**src/rtl/mte_pkg.sv**
```systemverilog
// Shared types and constants for the MIDI track event encoder.
// Depends on nothing; imported by mte_frame_build, midi_track_event_encoder and the testbench.
package mte_pkg;

    localparam int FRAME_BYTES = 7;
    localparam int CNT_W       = 3;
    localparam int VLQ_BITS    = 28;
    localparam int VLQ_GROUPS  = 4;
    localparam int TICK_W      = 28;
    localparam int TEMPO_W     = 24;

    localparam logic [TEMPO_W-1:0] TEMPO_RESET = 24'd500000;

    localparam logic [7:0] META_PREFIX = 8'hFF;
    localparam logic [7:0] META_TEMPO  = 8'h51;
    localparam logic [7:0] META_EOT    = 8'h2F;
    localparam logic [7:0] TEMPO_LEN   = 8'h03;
    localparam logic [7:0] VLQ_CONT    = 8'h80;

    typedef enum logic [1:0] {
        REQ_START = 2'd0,
        REQ_EVENT = 2'd1,
        REQ_END   = 2'd2
    } req_kind_t;

    typedef struct packed {
        req_kind_t           req_type;
        logic [TICK_W-1:0]   tick;
        logic [7:0]          event_type;
        logic [3:0]          channel;
        logic [7:0]          data_first;
        logic [7:0]          data_second;
    } item_t;

    typedef struct packed {
        logic [FRAME_BYTES-1:0][7:0] bytes;    // bytes[0] leaves first
        logic [CNT_W-1:0]            count;    // zero for an unused kind
        logic                        tick_we;
    } frame_t;

endpackage

```
**src/rtl/mte_frame_build.sv**
```systemverilog
// Builds the byte frame for one item: VLQ delta, status and data, or a meta event.
// Depends on mte_pkg.
module mte_frame_build #(
    parameter int TICK_BITS = 28
) (
    input  mte_pkg::item_t               item,
    input  logic [TICK_BITS-1:0]         prev_tick,
    input  logic [mte_pkg::TEMPO_W-1:0]  tempo,
    output mte_pkg::frame_t              frame,
    output logic [TICK_BITS-1:0]         next_tick
);
    import mte_pkg::*;

    logic [TICK_BITS-1:0] tick_m;
    logic [TICK_BITS-1:0] delta;
    logic [VLQ_BITS-1:0]  delta_ext;
    logic [6:0]           grp [VLQ_GROUPS];
    logic [CNT_W-1:0]     ngrp;
    logic [1:0]           gidx [FRAME_BYTES];
    logic [7:0]           status;

    assign tick_m    = item.tick[TICK_BITS-1:0];
    assign delta     = (tick_m >= prev_tick) ? (tick_m - prev_tick) : '0;
    assign delta_ext = VLQ_BITS'(delta);
    assign status    = item.event_type | {4'h0, item.channel};

    always_comb begin
        for (int g = 0; g < VLQ_GROUPS; g++) begin
            grp[g] = delta_ext[7*g +: 7];
        end
        priority if (grp[3] != 7'd0) ngrp = CNT_W'(4);
        else if (grp[2] != 7'd0)     ngrp = CNT_W'(3);
        else if (grp[1] != 7'd0)     ngrp = CNT_W'(2);
        else                         ngrp = CNT_W'(1);
    end

    always_comb begin
        frame     = '0;
        next_tick = prev_tick;
        for (int k = 0; k < FRAME_BYTES; k++) begin
            gidx[k] = 2'(ngrp - CNT_W'(1) - CNT_W'(k));
        end
        unique case (item.req_type)
            REQ_START: begin
                frame.bytes[0] = 8'h00;
                frame.bytes[1] = META_PREFIX;
                frame.bytes[2] = META_TEMPO;
                frame.bytes[3] = TEMPO_LEN;
                frame.bytes[4] = tempo[23:16];
                frame.bytes[5] = tempo[15:8];
                frame.bytes[6] = tempo[7:0];
                frame.count    = CNT_W'(7);
                frame.tick_we  = 1'b1;
                next_tick      = '0;
            end
            REQ_EVENT: begin
                // Slot k holds a VLQ group, most significant first, then the
                // status and the two data bytes.
                for (int k = 0; k < FRAME_BYTES; k++) begin
                    if (CNT_W'(k) < ngrp) begin
                        frame.bytes[k] = {1'b0, grp[gidx[k]]} |
                                         ((CNT_W'(k) == ngrp - CNT_W'(1)) ? 8'h00 : VLQ_CONT);
                    end else if (CNT_W'(k) == ngrp) begin
                        frame.bytes[k] = status;
                    end else if (CNT_W'(k) == ngrp + CNT_W'(1)) begin
                        frame.bytes[k] = item.data_first;
                    end else if (CNT_W'(k) == ngrp + CNT_W'(2)) begin
                        frame.bytes[k] = item.data_second;
                    end else begin
                        frame.bytes[k] = 8'h00;
                    end
                end
                frame.count   = ngrp + CNT_W'(3);
                frame.tick_we = 1'b1;
                next_tick     = tick_m;
            end
            REQ_END: begin
                frame.bytes[0] = 8'h00;
                frame.bytes[1] = META_PREFIX;
                frame.bytes[2] = META_EOT;
                frame.bytes[3] = 8'h00;
                frame.count    = CNT_W'(4);
            end
            default: begin
                frame.count = '0;
            end
        endcase
    end

endmodule

```
**src/rtl/midi_track_event_encoder.sv**
```systemverilog
// Top level of the MIDI track event encoder: input register, byte serializer,
// tempo register and tick state. Depends on mte_pkg and mte_frame_build.
//
// Turns timed items into Standard MIDI File track bytes, one byte per output
// word. A start item (tuser 0) sends 00 FF 51 03 and the three tempo bytes,
// big-endian, and clears the remembered tick. A channel event (tuser 1) sends
// the tick distance to the previous event as a variable-length quantity (zero
// when time runs backwards), then event_type|channel and the two data bytes.
// An end item (tuser 2) sends 00 FF 2F 00. Kind 3 sends nothing. m_tlast marks
// the final byte of each item. Rate: the output moves one byte per cycle
// while m_tready is high; an item has 7 bytes for start, 4 for end and 4 to 7
// for a channel event. The input register captures the accepted word, then
// the serializer loads its frame once it is free and presents the first byte.
// The next item is taken into the input register while the serializer still
// drains, and its frame loads in the cycle the last byte of the previous one
// is taken, so a sustained stream runs without gap cycles on the output.
// Write the tempo with cfg_wr_en only while the block is idle; it is
// sampled at frame load.
module midi_track_event_encoder #(
    parameter int TICK_BITS = 28
) (
    input  logic        aclk,
    input  logic        aresetn,
    // input item
    input  logic        s_tvalid,
    output logic        s_tready,
    // [27:0] tick, [35:28] event_type, [39:36] channel,
    // [47:40] data_first, [55:48] data_second
    input  logic [55:0] s_tdata,
    // [1:0] req_type
    input  logic [1:0]  s_tuser,
    // result bytes
    output logic        m_tvalid,
    input  logic        m_tready,
    // [7:0] out_byte
    output logic [7:0]  m_tdata,
    // last_byte
    output logic        m_tlast,
    // tempo register
    input  logic        cfg_wr_en,
    input  logic [23:0] cfg_wr_data
);
    import mte_pkg::*;

    // input register
    logic                         in_valid_reg;
    item_t                        in_item_reg;
    // serializer: bytes waiting and how many are left
    logic [FRAME_BYTES-1:0][7:0]  bytes_reg;
    logic [CNT_W-1:0]             cnt_reg;
    // state and configuration
    logic [TICK_BITS-1:0]         prev_tick_reg;
    logic [TEMPO_W-1:0]           tempo_reg;

    frame_t                       frame;
    logic [TICK_BITS-1:0]         next_tick;
    logic                         out_take;
    logic                         ser_free;
    logic                         consume;
    logic                         s_take;
    item_t                        s_item;

    // unpack the input word
    assign s_item.req_type    = req_kind_t'(s_tuser);
    assign s_item.tick        = s_tdata[27:0];
    assign s_item.event_type  = s_tdata[35:28];
    assign s_item.channel     = s_tdata[39:36];
    assign s_item.data_first  = s_tdata[47:40];
    assign s_item.data_second = s_tdata[55:48];

    mte_frame_build #(
        .TICK_BITS (TICK_BITS)
    ) u_build (
        .item      (in_item_reg),
        .prev_tick (prev_tick_reg),
        .tempo     (tempo_reg),
        .frame     (frame),
        .next_tick (next_tick)
    );

    assign m_tvalid = (cnt_reg != '0);
    assign m_tdata  = bytes_reg[0];
    assign m_tlast  = (cnt_reg == CNT_W'(1));
    assign out_take = m_tvalid && m_tready;

    // serializer can take a new frame when empty or on its final byte
    assign ser_free = (cnt_reg == '0) || (m_tlast && m_tready);
    assign consume  = in_valid_reg && ser_free;
    assign s_tready = !in_valid_reg || consume;
    assign s_take   = s_tvalid && s_tready;

    // hold the tempo and input item; advance the input register
    always_ff @(posedge aclk) begin
        if (!aresetn) begin
            in_valid_reg <= 1'b0;
            tempo_reg    <= TEMPO_RESET;
        end else begin
            if (cfg_wr_en) begin
                tempo_reg <= cfg_wr_data;
            end
            if (s_take) begin
                in_valid_reg <= 1'b1;
            end else if (consume) begin
                in_valid_reg <= 1'b0;
            end
        end
    end

    always_ff @(posedge aclk) begin
        if (s_take) begin
            in_item_reg <= s_item;
        end
    end

    // load a frame, or shift out one byte per taken word
    always_ff @(posedge aclk) begin
        if (!aresetn) begin
            cnt_reg       <= '0;
            prev_tick_reg <= '0;
        end else begin
            if (consume) begin
                cnt_reg <= frame.count;
                if (frame.tick_we) begin
                    prev_tick_reg <= next_tick;
                end
            end else if (out_take) begin
                cnt_reg <= cnt_reg - CNT_W'(1);
            end
        end
    end

    always_ff @(posedge aclk) begin
        if (consume) begin
            bytes_reg <= frame.bytes;
        end else if (out_take) begin
            bytes_reg <= bytes_reg >> 8;
        end
    end

endmodule

```
**config.mk**
```make
export PLATFORM = sky130hd
export DESIGN_NAME = midi_track_event_encoder
export DESIGN_NICKNAME = d
export VERILOG_FILES = /design/src/rtl/mte_pkg.sv /design/src/rtl/mte_frame_build.sv /design/src/rtl/midi_track_event_encoder.sv
export SDC_FILE = /design/constraint.sdc
export NUM_CORES = 1
export LEC_CHECK = 0
export BUFFER_PORTS_ARGS = -buffer_cell sky130_fd_sc_hd__buf_2
export CORE_UTILIZATION = 50
export CTS_CLUSTER_SIZE = 24
export DETAILED_ROUTE_END_ITERATION = 8
export GPL_TIMING_DRIVEN = 1
export PLACE_DENSITY_LB_ADDON = 0.15
export SLEW_MARGIN = 0
export SYNTH_ARGS = -nofsm -noshare
export SYNTH_HDL_FRONTEND = slang
export SYNTH_HIERARCHICAL = 1
export SYNTH_SLANG_ARGS = --single-unit
```
**constraint.sdc**
```tcl
create_clock -name aclk -period 5.5 [get_ports aclk]
set_input_delay 0.55 -clock aclk [delete_from_list [all_inputs] [get_ports aclk]]
set_output_delay 0.55 -clock aclk [all_outputs]
set_load 0.01 [all_outputs]
```
==> results.toml <==
[timing]
clock_skew_ns = 0.0158
fin_crit_ns = 5.29
fin_crit_sh = 0.961
rsz0062_at_grt = "no"
timing.final.max_slew_violations = 0
setup_viol = 0
slew_headroom = 0.200
timing.final.ws_setup_ns = 0.212
tns_ns = 0
worst_slew_pin_slew_ns = 1.20
clock.fmax_mhz = 189
final_hold_viol_count = 0

[global_route]
grt.total_usage = 0.292
grt_max_degree = 69
grt_overflow_total = 0
grt_pass1_wl_um = 49600
grt_pass1_vias = 8729
antenna_found_initial = 0

[cts]
htreeDepth = 4
clockBufferDepth = 2
cts.root.buffer_cell = "clkbuf_16"
cts_buffers = 17
clkSinkCount = 170
clk_latency_ns = 0.45
clk_pin_slew_ns = 0.09
cts_tree = "built"

[setup_path]
crit_type = "flop to flop"
crit_fanout = 12
critical_path_arrival_ns = 5.49
r2r_end = "bytes_reg[21]"
reg2regPathDepth = 21
start_kind = "flop"
cp-end-kind = "flop"
regToRegSetupSlack_ns = 0.21
crit_required_ns = 5.70
timing.rr.start = "in_item_reg[28]"

[synthesis]
syn_inst = 1164
ys_seq_elements = 170
ys_seq_area_frac = 0.415
synth_flop_cell = "edfxtp_1"
avgSynthCellArea_um2 = 9.41
synthArstFlopShare = 0
synth_edf_count = 114
netlist_area_mm2 = 0.0110
yosysWarnings = 6
synth_cell_types = 80
synth_nets = 1291

[run]
cap_violations = 0

[min_path]
hold_class = "input port to flop"
whs_path_depth = 1
hold_end = "in_item_reg[30]"
min_from = "s_tdata[2]"

[power_and_ir_drop]
power_frac_seq = 0.368
p_int_mw = 3.19
peakVddDrop_v = 0.000336
p_sw_frac = 0.384
p_leak_nw = 4.70
power_density_mw_per_mm2 = 416
comb_power_share = 0.385
power.switching_mw = 1.99
clkPwrFrac = 0.247

[final_layout]
num_antenna_cells = 0
ff_latch_area_mm2 = 0.00454
fillCellCount = 1919
multi_input_comb_area_mm2 = 0.00584
layout.nets = 1378
mostFrequentLayoutCells = "nand2_1 (188), edfxtp_1 (114), buf_2 (97)"
final_common_cell = "nand2_1"
area_growth_pct = 13.6
largest_register_ffs = 58
layout-drive-gt1-share = 0.209

[drt]
firstDrtPassIters = 5
vias = 9354
vias_per_cell = 6.08
wl_per_cell_um = 20.8
finalWirelength_um = 32000
ant_nets = 0
drt_iter0_markers = 792
drc = 0

[placement]
portBuffers = 97
preCtsSetupSlack_ns = 0.181
gp_congestion = 0.971
dp_hpwl_um = 23400

[floorplanning]
start_util = 0.516
core.rowCount = 53
die_w_um = 150
io_pins = 98
fp.dieH_um = 150
dieArea_mm2 = 0.0225
core_area_mm2 = 0.0212

[run_status]
outcome = "finished, final reports clean"
-- critical path, cell delays in order (launching register included) --
cell and delay, ns:
edfxtp_1 0.38, inv_1 0.07, ha_1 0.16, inv_1 0.05
fa_1 0.42, a211oi_1 0.28, o211ai_1 0.18, nand2_1 0.14
xnor2_1 0.19, or4_1 0.61, o41ai_4 0.48, buf_4 0.20
a21oi_2 0.05, buf_4 0.18, ha_1 0.26, nor2_1 0.17
nor2b_1 0.09, nor3b_4 0.18, buf_4 0.19, a221oi_1 0.35
o31ai_1 0.13, mux2_2 0.27
-- metrics by stage --
step	power [mW]	std cells	hold WS (ns)	util	cell area [µm²]
final	5.17	1539	0.268	0.586	12400
after global routing	5.41	1539	0.252	0.586	12400
after CTS	5.14	1536	0.258	0.584	12400
after detailed placement	3.86	1504	0.448	0.554	11700
after global placement	3.86	1504	0.441	0.554	11700
after floorplan	3.28	1164	0.435	-	11000
-- final cells by class --
type,count,share of cell area
tap,275,0.0276
clock inverter,15,0.0169
timing repair buffer,147,0.0702
inverter,54,0.0163
clock buffer,17,0.0342
sequential,170,0.365
multi-input combinational,861,0.470
-- cells in the mapped netlist, types with 5 or more instances --
cell type	n	share of area
a211o_1	8	0.0064
a211oi_1	21	0.014
a21o_1	14	0.0096
a21oi_1	53	0.024
a221oi_1	20	0.016
a32oi_1	9	0.0072
and2_1	8	0.0046
and3_1	12	0.0069
buf_2	13	0.0059
buf_4	15	0.010
clkbuf_1	43	0.015
dfxtp_1	56	0.10
edfxtp_1	114	0.31
ha_1	39	0.045
inv_1	52	0.018
mux2_2	46	0.047
mux2_4	9	0.012
mux2i_1	63	0.058
nand2_1	188	0.064
nand2b_1	5	0.0029
nand3_1	21	0.0096
nand4_1	8	0.0046
nor2_1	71	0.024
nor2b_1	8	0.0046
nor3_1	19	0.0087
nor4_1	5	0.0029
o211ai_1	7	0.0048
o21a_1	10	0.0069
o21ai_0	90	0.041
o221ai_1	11	0.0088
or3_1	8	0.0046
xnor2_1	12	0.0096
xor2_1	10	0.0080
-- power groups by stage --
stage	sequential (mW)	combinational, mW	clock (mW)
2_1_floorplan	1.88	1.40	0
3_3_place_gp	1.93	1.93	0
3_5_place_dp	1.93	1.93	0
4_1_cts	1.90	1.95	1.29
5_1_grt	1.93	2.14	1.34
6_report	1.90	1.99	1.28
-- metal layers --
| metal | global-route usage | share of wire | vias to the layer above |
|---|---|---|---|
| li1 | - | - | 4455 |
| met5 | 0 | 0 | - |
| met4 | 0.0667 | 0.014 | 0 |
| met2 | 0.440 | 0.44 | 422 |
| met3 | 0.0637 | 0.082 | 38 |
| met1 | 0.423 | 0.47 | 4439 |
-- worst max path at each step --
stage,endpoint,depth (start not counted),from
final,bytes_reg[21],21,in_item_reg[28]
after global routing,bytes_reg[17],19,in_item_reg[33]
after CTS,bytes_reg[36],19,in_item_reg[28]
after detailed placement,bytes_reg[36],19,in_item_reg[28]
after global placement,bytes_reg[36],18,in_item_reg[28]
after floorplan,bytes_reg[16],22,in_item_reg[28]
-- what timing repair did --
| action | in CTS | in global routing |
|---|---|---|
| setup endpoints to repair | 0 | 21 |
| setup buffers | 0 | 3 |
| gates resized for setup | 0 | 6 |
| hold buffers | 0 | 0 |
-- cells by family after synthesis --
| group | after synthesis | share of synthesized area |
|---|---|---|
| simple gates | 375 | 0.157 |
| compound gates | 306 | 0.191 |
| flops | 170 | 0.415 |
| buf+inv | 133 | 0.0560 |
| mux | 118 | 0.117 |
| fa+ha+maj | 40 | 0.0464 |
| xor+xnor | 22 | 0.0176 |
No activity file was read; power rests on OpenSTA's default activity.
